File: src/rtl/tmre_pkg.sv
package tmre_pkg;

  localparam int NBYTES = 17;
  localparam int VAL_W = 11;
  localparam int COORD_LIMIT_DEF = 1024;

  localparam logic [7:0] CH_ESC = 8'h1b;
  localparam logic [7:0] CH_LBR = 8'h5b;
  localparam logic [7:0] CH_LT = 8'h3c;
  localparam logic [7:0] CH_SEMI = 8'h3b;
  localparam logic [7:0] CH_PRESS = 8'h4d;
  localparam logic [7:0] CH_RELEASE = 8'h6d;
  localparam logic [7:0] CH_ZERO = 8'h30;
  localparam logic [7:0] LEG_OFS = 8'd32;
  localparam logic [7:0] LEG_SAT = 8'd223;
  localparam logic [7:0] LEG_REL_CODE = 8'd3;

  // one decimal number split into digits
  typedef struct packed {
    logic       thou;
    logic [3:0] hund;
    logic [3:0] tens;
    logic [3:0] units;
  } dec_t;

  // per-item data that rides beside the digit pipeline
  typedef struct packed {
    logic       sgr;
    logic       rel;
    logic [7:0] leg_code;
    logic [7:0] leg_col;
    logic [7:0] leg_row;
  } side_t;

  // template of byte slots, mask marks slots that go out
  typedef struct packed {
    logic [NBYTES-1:0]      mask;
    logic [NBYTES-1:0][7:0] bytes;
  } report_t;

endpackage

File: src/rtl/tmre_bcd.sv
module tmre_bcd (
  input  logic                      clk,
  input  logic [3:0]                en,
  input  logic [tmre_pkg::VAL_W-1:0] value,
  output tmre_pkg::dec_t            dec
);
  import tmre_pkg::*;

  logic [VAL_W-1:0] s1_val;
  logic [3:0]       s1_q;
  logic [6:0]       s2_r;
  logic             s2_thou;
  logic [3:0]       s2_hund;
  logic [6:0]       s3_r;
  logic [3:0]       s3_t;
  logic             s3_thou;
  logic [3:0]       s3_hund;

  logic [16:0] prod_q;
  logic [14:0] prod_t;

  // value / 100 by reciprocal, exact for value up to 1024
  assign prod_q = 17'(value) * 17'd41;
  // r / 10 by reciprocal, exact for r below 100
  assign prod_t = 15'(s2_r) * 15'd205;

  always_ff @(posedge clk) begin
    if (en[0]) begin
      s1_val <= value;
      s1_q <= 4'(prod_q >> 12);
    end
    if (en[1]) begin
      s2_r <= 7'(s1_val - VAL_W'(s1_q) * VAL_W'(100));
      s2_thou <= (s1_q >= 4'd10);
      s2_hund <= (s1_q >= 4'd10) ? s1_q - 4'd10 : s1_q;
    end
    if (en[2]) begin
      s3_r <= s2_r;
      s3_t <= 4'(prod_t >> 11);
      s3_thou <= s2_thou;
      s3_hund <= s2_hund;
    end
    if (en[3]) begin
      dec.thou <= s3_thou;
      dec.hund <= s3_hund;
      dec.tens <= s3_t;
      dec.units <= 4'(s3_r - 7'(s3_t) * 7'd10);
    end
  end

endmodule

File: src/rtl/tmre_format.sv
module tmre_format (
  input  logic              clk,
  input  logic              en,
  input  tmre_pkg::side_t   sd,
  input  tmre_pkg::dec_t    dc,
  input  tmre_pkg::dec_t    dx,
  input  tmre_pkg::dec_t    dy,
  output tmre_pkg::report_t rpt
);
  import tmre_pkg::*;

  report_t rpt_next;

  function automatic logic [7:0] digit(input logic [3:0] d);
    return CH_ZERO | {4'b0, d};
  endfunction

  always_comb begin
    rpt_next = '0;
    rpt_next.bytes[0] = CH_ESC;
    rpt_next.bytes[1] = CH_LBR;
    rpt_next.mask[1:0] = 2'b11;
    if (sd.sgr) begin
      rpt_next.bytes[2] = CH_LT;
      rpt_next.bytes[3] = digit(dc.hund);
      rpt_next.bytes[4] = digit(dc.tens);
      rpt_next.bytes[5] = digit(dc.units);
      rpt_next.bytes[6] = CH_SEMI;
      rpt_next.bytes[7] = digit({3'b0, dx.thou});
      rpt_next.bytes[8] = digit(dx.hund);
      rpt_next.bytes[9] = digit(dx.tens);
      rpt_next.bytes[10] = digit(dx.units);
      rpt_next.bytes[11] = CH_SEMI;
      rpt_next.bytes[12] = digit({3'b0, dy.thou});
      rpt_next.bytes[13] = digit(dy.hund);
      rpt_next.bytes[14] = digit(dy.tens);
      rpt_next.bytes[15] = digit(dy.units);
      rpt_next.bytes[16] = sd.rel ? CH_RELEASE : CH_PRESS;
      // leading zeros are dropped, the units digit always goes out
      rpt_next.mask[2] = 1'b1;
      rpt_next.mask[3] = (dc.hund != 4'd0);
      rpt_next.mask[4] = (dc.hund != 4'd0) || (dc.tens != 4'd0);
      rpt_next.mask[5] = 1'b1;
      rpt_next.mask[6] = 1'b1;
      rpt_next.mask[7] = dx.thou;
      rpt_next.mask[8] = dx.thou || (dx.hund != 4'd0);
      rpt_next.mask[9] = dx.thou || (dx.hund != 4'd0) || (dx.tens != 4'd0);
      rpt_next.mask[10] = 1'b1;
      rpt_next.mask[11] = 1'b1;
      rpt_next.mask[12] = dy.thou;
      rpt_next.mask[13] = dy.thou || (dy.hund != 4'd0);
      rpt_next.mask[14] = dy.thou || (dy.hund != 4'd0) || (dy.tens != 4'd0);
      rpt_next.mask[15] = 1'b1;
      rpt_next.mask[16] = 1'b1;
    end else begin
      rpt_next.bytes[2] = CH_PRESS;
      rpt_next.bytes[3] = sd.leg_code;
      rpt_next.bytes[4] = sd.leg_col;
      rpt_next.bytes[5] = sd.leg_row;
      rpt_next.mask[5:2] = 4'b1111;
    end
  end

  always_ff @(posedge clk) begin
    if (en) begin
      rpt <= rpt_next;
    end
  end

endmodule

File: src/rtl/tmre_serial.sv
module tmre_serial (
  input  logic              clk,
  input  logic              rst,
  input  logic              load,
  input  tmre_pkg::report_t rpt,
  output logic              can_load,
  output logic              strobe,
  output logic [7:0]        report_byte,
  output logic              last_byte
);
  import tmre_pkg::*;

  logic [NBYTES-1:0]      mask;
  logic [NBYTES-1:0][7:0] bytes;
  logic [NBYTES-1:0]      low;
  logic [7:0]             sel;
  logic                   one_left;

  assign low = mask & (~mask + NBYTES'(1));
  assign one_left = ((mask & (mask - NBYTES'(1))) == '0);
  // empty, or emitting its final byte this cycle
  assign can_load = one_left;

  always_comb begin
    sel = '0;
    for (int i = 0; i < NBYTES; i++) begin
      sel = sel | (bytes[i] & {8{low[i]}});
    end
  end

  always_ff @(posedge clk) begin
    if (rst) begin
      mask <= '0;
      strobe <= 1'b0;
    end else begin
      mask <= load ? rpt.mask : (mask & ~low);
      strobe <= (mask != '0);
    end
  end

  always_ff @(posedge clk) begin
    if (load) begin
      bytes <= rpt.bytes;
    end
    report_byte <= sel;
    last_byte <= one_left;
  end

  assert property (@(posedge clk) disable iff (rst) load |-> one_left)
    else $error("report loaded while bytes remain");
  assert property (@(posedge clk) disable iff (rst) (mask != '0) |=> strobe)
    else $error("pending byte not emitted");
  assert property (@(posedge clk) disable iff (rst)
    ((mask != '0) && !one_left && !load) |=> (mask != '0))
    else $error("report cut short");

endmodule

File: src/rtl/terminal_mouse_report_encoder.sv
// Mouse report encoder: an event is taken at a clock edge with start high and busy low.
// Bytes appear on report_byte with strobe high, one per cycle, last_byte on the final one;
// the receiver must take every byte as it comes. The first byte passes the front, digit,
// format and serializer registers. A report is 6 bytes in legacy mode and 9 to 17 bytes
// in SGR mode; the single-byte output serializer sets the rate, so reports stream back to
// back, and up to six more events queue before busy rises. The user must write sgr_mode
// via cfg_valid/cfg_data only while no report is in flight; the block does not enforce it.
module terminal_mouse_report_encoder #(
  parameter int COORD_LIMIT = tmre_pkg::COORD_LIMIT_DEF
) (
  input  logic       clk,
  input  logic       rst,
  input  logic       start,
  output logic       busy,
  input  logic [6:0] button_code,
  input  logic       shift_held,
  input  logic       alt_held,
  input  logic       ctrl_held,
  input  logic       motion,
  input  logic       release_req,
  input  logic [9:0] cell_column,
  input  logic [9:0] cell_row,
  input  logic       cfg_valid,
  output logic       cfg_ready,
  input  logic       cfg_data,
  output logic       strobe,
  output logic [7:0] report_byte,
  output logic       last_byte
);
  import tmre_pkg::*;

  localparam logic [13:0] LIM = 14'(COORD_LIMIT);

  logic sgr_mode;

  logic [5:0] vld;
  logic [5:0] rdy;
  logic       can_load;
  logic       accept;

  side_t            side [5];
  side_t            side_next;
  logic [VAL_W-1:0] code_v;
  logic [VAL_W-1:0] col_v;
  logic [VAL_W-1:0] row_v;
  logic [VAL_W-1:0] col_p1;
  logic [VAL_W-1:0] row_p1;
  logic [7:0]       code8;
  logic [7:0]       leg_c;

  dec_t    dc, dx, dy;
  report_t rpt;

  assign cfg_ready = 1'b1;

  always_ff @(posedge clk) begin
    if (rst) begin
      sgr_mode <= 1'b0;
    end else if (cfg_valid && cfg_ready) begin
      sgr_mode <= cfg_data;
    end
  end

  // stage ready chain, a stage moves when empty or its successor moves
  always_comb begin
    rdy[5] = !vld[5] || can_load;
    for (int k = 4; k >= 0; k--) begin
      rdy[k] = !vld[k] || rdy[k+1];
    end
  end

  assign busy = !rdy[0];
  assign accept = start && !busy;

  always_ff @(posedge clk) begin
    if (rst) begin
      vld <= '0;
    end else begin
      if (rdy[0]) begin
        vld[0] <= start;
      end
      for (int k = 1; k < 6; k++) begin
        if (rdy[k]) begin
          vld[k] <= vld[k-1];
        end
      end
    end
  end

  // front stage: report code, coordinates plus one, legacy bytes
  always_comb begin
    code8 = {1'b0, button_code} + {5'b0, shift_held, 2'b0} + {4'b0, alt_held, 3'b0}
          + {3'b0, ctrl_held, 4'b0} + {2'b0, motion, 5'b0};
    col_p1 = {1'b0, cell_column} + VAL_W'(1);
    row_p1 = {1'b0, cell_row} + VAL_W'(1);
    leg_c = release_req ? LEG_REL_CODE : code8;
    side_next.sgr = sgr_mode;
    side_next.rel = release_req;
    side_next.leg_code = leg_c + LEG_OFS;
    side_next.leg_col = ((col_p1 > VAL_W'(LEG_SAT)) ? LEG_SAT : col_p1[7:0]) + LEG_OFS;
    side_next.leg_row = ((row_p1 > VAL_W'(LEG_SAT)) ? LEG_SAT : row_p1[7:0]) + LEG_OFS;
  end

  always_ff @(posedge clk) begin
    if (rdy[0]) begin
      side[0] <= side_next;
      code_v <= VAL_W'(code8);
      col_v <= (14'(col_p1) > LIM) ? LIM[VAL_W-1:0] : col_p1;
      row_v <= (14'(row_p1) > LIM) ? LIM[VAL_W-1:0] : row_p1;
    end
    for (int k = 1; k < 5; k++) begin
      if (rdy[k]) begin
        side[k] <= side[k-1];
      end
    end
  end

  tmre_bcd u_bcd_code (.clk(clk), .en(rdy[4:1]), .value(code_v), .dec(dc));
  tmre_bcd u_bcd_col (.clk(clk), .en(rdy[4:1]), .value(col_v), .dec(dx));
  tmre_bcd u_bcd_row (.clk(clk), .en(rdy[4:1]), .value(row_v), .dec(dy));

  tmre_format u_format (
    .clk(clk),
    .en(rdy[5]),
    .sd(side[4]),
    .dc(dc),
    .dx(dx),
    .dy(dy),
    .rpt(rpt)
  );

  tmre_serial u_serial (
    .clk(clk),
    .rst(rst),
    .load(vld[5] && can_load),
    .rpt(rpt),
    .can_load(can_load),
    .strobe(strobe),
    .report_byte(report_byte),
    .last_byte(last_byte)
  );

  assert property (@(posedge clk) disable iff (rst) accept |=> vld[0])
    else $error("accepted event lost at front stage");
  assert property (@(posedge clk) disable iff (rst) (vld[5] && !rdy[5]) |=> vld[5])
    else $error("stalled report dropped");
  assert property (@(posedge clk) disable iff (rst)
    (vld[4] && !rdy[4]) |=> (vld[4] && $stable(side[4])))
    else $error("stalled stage data changed");

endmodule
File: config.mk
export PLATFORM = sky130hd
export DESIGN_NAME = terminal_mouse_report_encoder
export DESIGN_NICKNAME = d
export VERILOG_FILES = /design/src/rtl/tmre_pkg.sv /design/src/rtl/tmre_bcd.sv /design/src/rtl/tmre_format.sv /design/src/rtl/tmre_serial.sv /design/src/rtl/terminal_mouse_report_encoder.sv
export SDC_FILE = /design/constraint.sdc
export NUM_CORES = 1
export LEC_CHECK = 0
export BUFFER_PORTS_ARGS = -buffer_cell sky130_fd_sc_hd__clkbuf_2
export CORE_UTILIZATION = 40
export CTS_CLUSTER_DIAMETER = 100
export CTS_CLUSTER_SIZE = 30
export DETAILED_ROUTE_END_ITERATION = 7
export HOLD_SLACK_MARGIN = 0.02
export PLACE_DENSITY = 0.55
export SETUP_SLACK_MARGIN = 0.4
export SYNTH_ARGS = -nofsm -noshare
export SYNTH_HDL_FRONTEND = slang
export SYNTH_SLANG_ARGS = --single-unit
File: constraint.sdc
create_clock -name clk -period 9.85 [get_ports clk]
set_input_delay 2.955 -clock clk [delete_from_list [all_inputs] [get_ports clk]]
set_output_delay 2.955 -clock clk [all_outputs]
set_load 0.1 [all_outputs]
==> flow_summary.toml <==
[setup_path]
end_kind = "primary output"
slowest_delay_ns = 0.66
crit_fanout = 16
worstSetupStartpointType = "register"
cp_top_family = "simple AND/OR/NAND/NOR gates"
r2r_end = "u_bcd_row.s3_r[3]"
crit_chain = "or4_4, nor4_1, a21oi_1, or4b_4, o21ai_4, inv_1, clkbuf_2"
r2r_start = "u_serial.mask[3]"
path_class = "register to primary output"
cp.depth = 7
required_ns = 6.90
crit_buf_inv = 2
r2r_slack_ns = 5.04
worst_path_max_delay_cell = "or4_4"
reg2reg_depth = 7
arrival_ns = 3.79

[sta]
hold_ws_ns = 0.418
setup_tns_ns = 0
worstMarginPinSlew_ns = 0.923
fmax_mhz = 148
hold_violations = 0
fin_crit_ns = 6.74
maxSlewHeadroom_pct = 38.0
slew_viol_final = 0
setup_violations = 0
rsz0062_at_grt = "false"
period_share_pct = 68.4
finalClockSkew_ns = 0.0250
setup_ws_ns = 3.11

[yosys]
synth_nets = 1748
netlist-cell-type-count = 74
ys_seq_area_share_pct = 62.2
synth_edf_count = 410
ys_warn_count = 0
avgSynthCellArea_um2 = 14.5
synth_seq_cells = 444
synth_cells = 1443
synth_area_um2 = 20900
synth_top_flop_cell = "edfxtp_1"
async_flop_share_pct = 0

[clock_tree]
cts_tree = "done"
cts.clk_slew.worst_paths_ns = 0.10
h-tree-depth = 1
clock-sinks = 444
cts.path.max_buffers = 3
postCtsSetupRepairBufs = 0
clock_latency_ns = 0.56
numCtsBuffers = 20
cts_root_buf = "clkbuf_16"
post_cts_resized = 0
cts_hold_buf = 0

[drt]
vias = 10656
drt_iter0_drc = 754
drtPass1Iterations = 5
wl_per_cell_um = 16.0
routed-wl-met2_mm = 15.7
top_layer = "met4"
dr_wl_met3_mm = 1.03
vias_per_cell = 4.88
wirelength_met1_mm = 17.5
finalWirelength_mm = 34.8
drc_errors = 0
ant_nets = 0

[global_route]
grt_pass1_wl_mm = 56.6
grt_max_degree = 60
grt_pass1_vias = 10689
antenna_found_initial = 0
grt_use_total_pct = 13.4
overflow = 0

[die]
dieArea_um2 = 53200
core_area_um2 = 51500
fp-row-count = 83
die_h_um = 231
die_x_um = 231
start_util_pct = 40.6
ios = 49

[placement]
place_congestion = 0.858
port_buffers = 47
placed_cells = 2150
pre_cts_slack_ns = 3.72
dp_hpwl_mm = 25.1

[finish]
n_antenna_cell = 0
syn_to_final_growth_pct = 7.93
mostFrequentLayoutCells = "edfxtp_1, ha_1, inv_1"
drive_gt1_share_pct = 8.46
fin_nets = 1797
final_cells = 2182
mostFrequentLayoutCell = "edfxtp_1"
n_fill_cell = 4680

[pwr]
ir_drop_mv = 0.179
total_power_w = 0.00613
cellPowerDensity_nw_per_um2 = 272
p_leak_nw = 9.28

[worst_hold_path]
hold_end = "u_bcd_col.s3_hund[3]"
min-delay-start = "u_bcd_col.s2_hund[3]"
min_path_type = "register to register"
hold_depth = 0

[job]
maxCapViolCount = 0

[run_status]
outcome = "finished, final reports clean"
## synth_stat cells (all sizes together), types with 4 or more instances
cell,n,area (um^2)
or2,13,81.3
o21a,5,37.5
nor4,8,56.3
mux2,12,135
o2111ai,4,35.0
or4,4,33.8
o22ai,4,31.3
o21ai,37,211
o32ai,4,35.0
xor2,28,245
nand2,52,195
nand2b,15,93.8
a311oi,5,43.8
dfxtp,34,681
a32oi,8,70.1
a211oi,10,75.1
inv,191,717
or3,5,31.3
buf,7,62.6
nor2b,18,113
edfxtp,410,12300
a21o,15,113
ha,225,2820
nor3,18,90.1
nand3,19,100
o31ai,5,37.5
o21bai,5,37.5
and3,5,31.3
nand4,13,81.3
fa,43,861
xnor2,41,359
nor2,41,154
a21oi,36,191
clkbuf,21,78.8
a31oi,5,31.3
and2,31,194
## worst reg2reg max path, stage by stage (launching register included)
cell     delay (ns)
dfxtp_1        0.48
or4_4          0.67
nor4_1         0.56
a21oi_1        0.21
or4b_4         0.60
o21ai_4        0.67
or2_2          0.66
buf_4          0.57
## routing by layer
metal	global-route usage [%]	up-vias
met3	1.74	36
met5	0	-
li1	-	5298
met4	2.88	0
met1	19.6	5198
met2	21.4	124
## power breakdown
group | internal (W) | switching [W]
sequential | 0.00249 | 0.000169
combinational | 0.00116 | 0.00133
clock | 0.000416 | 0.000570
total | 0.00406 | 0.00207
## cell families (layout without fill, tap and decap cells)
logic type               Yosys count  count (layout)  synth area share [%]
flip-flops                       444             444                  62.2
multiplexers                      15              15                 0.790
other                              1               1                0.0179
XOR/XNOR                          69              69                  2.89
AND/OR/NAND/NOR                  252             252                  6.49
adder cells (fa/ha/maj)          270             270                  17.7
AO/OA/AOI/OAI                    173             173                  5.83
buffers and inverters            219             278                  4.11
## sequential cells by signal, summed over array words and instances, names as in the netlist, 7 cells and up
register,count
u_bcd_col.s2_r,7
u_bcd_col.s1_val,7
u_format.rpt,60
u_serial.report_byte,8
col_v,11
side,130
row_v,11
u_bcd_code.s1_val,7
code_v,8
u_bcd_code.s2_r,7
u_serial.mask,17
u_bcd_row.s2_r,7
u_bcd_code.dec,10
u_bcd_row.dec,13
u_bcd_col.dec,13
u_serial.bytes,54
u_bcd_row.s1_val,7
## per-stage QoR
| stage | instance area (um^2) | util (%) |
|---|---|---|
| after global placement | 21900 | 42.6 |
| after CTS | 22600 | 43.8 |
| final | 22600 | 43.8 |
| after global routing | 22600 | 43.8 |
| after detailed placement | 21900 | 42.6 |
| after floorplan | 20900 | - |
## cell type report
type	count	area, um^2	share of cell area, %
well taps	680	851	3.77
flip-flops and latches	444	13000	57.6
multi-input cells	780	7060	31.3
repair buffers	55	295	1.31
clock buffers	26	554	2.46
clock inverters	6	77.6	0.344
inverters	191	717	3.18
## worst max path at each step
stage / startpoint / endpoint / slack, ns
global route: u_serial.mask[3] / busy / 2.82
finish: u_serial.mask[3] / busy / 3.11
floorplan: u_serial.mask[4] / busy / 1.98
global placement: u_serial.mask[3] / busy / 3.77
CTS: u_serial.mask[3] / busy / 3.10
detailed placement: u_serial.mask[3] / busy / 3.72
Note: power is estimated with default switching activity, not from simulation.
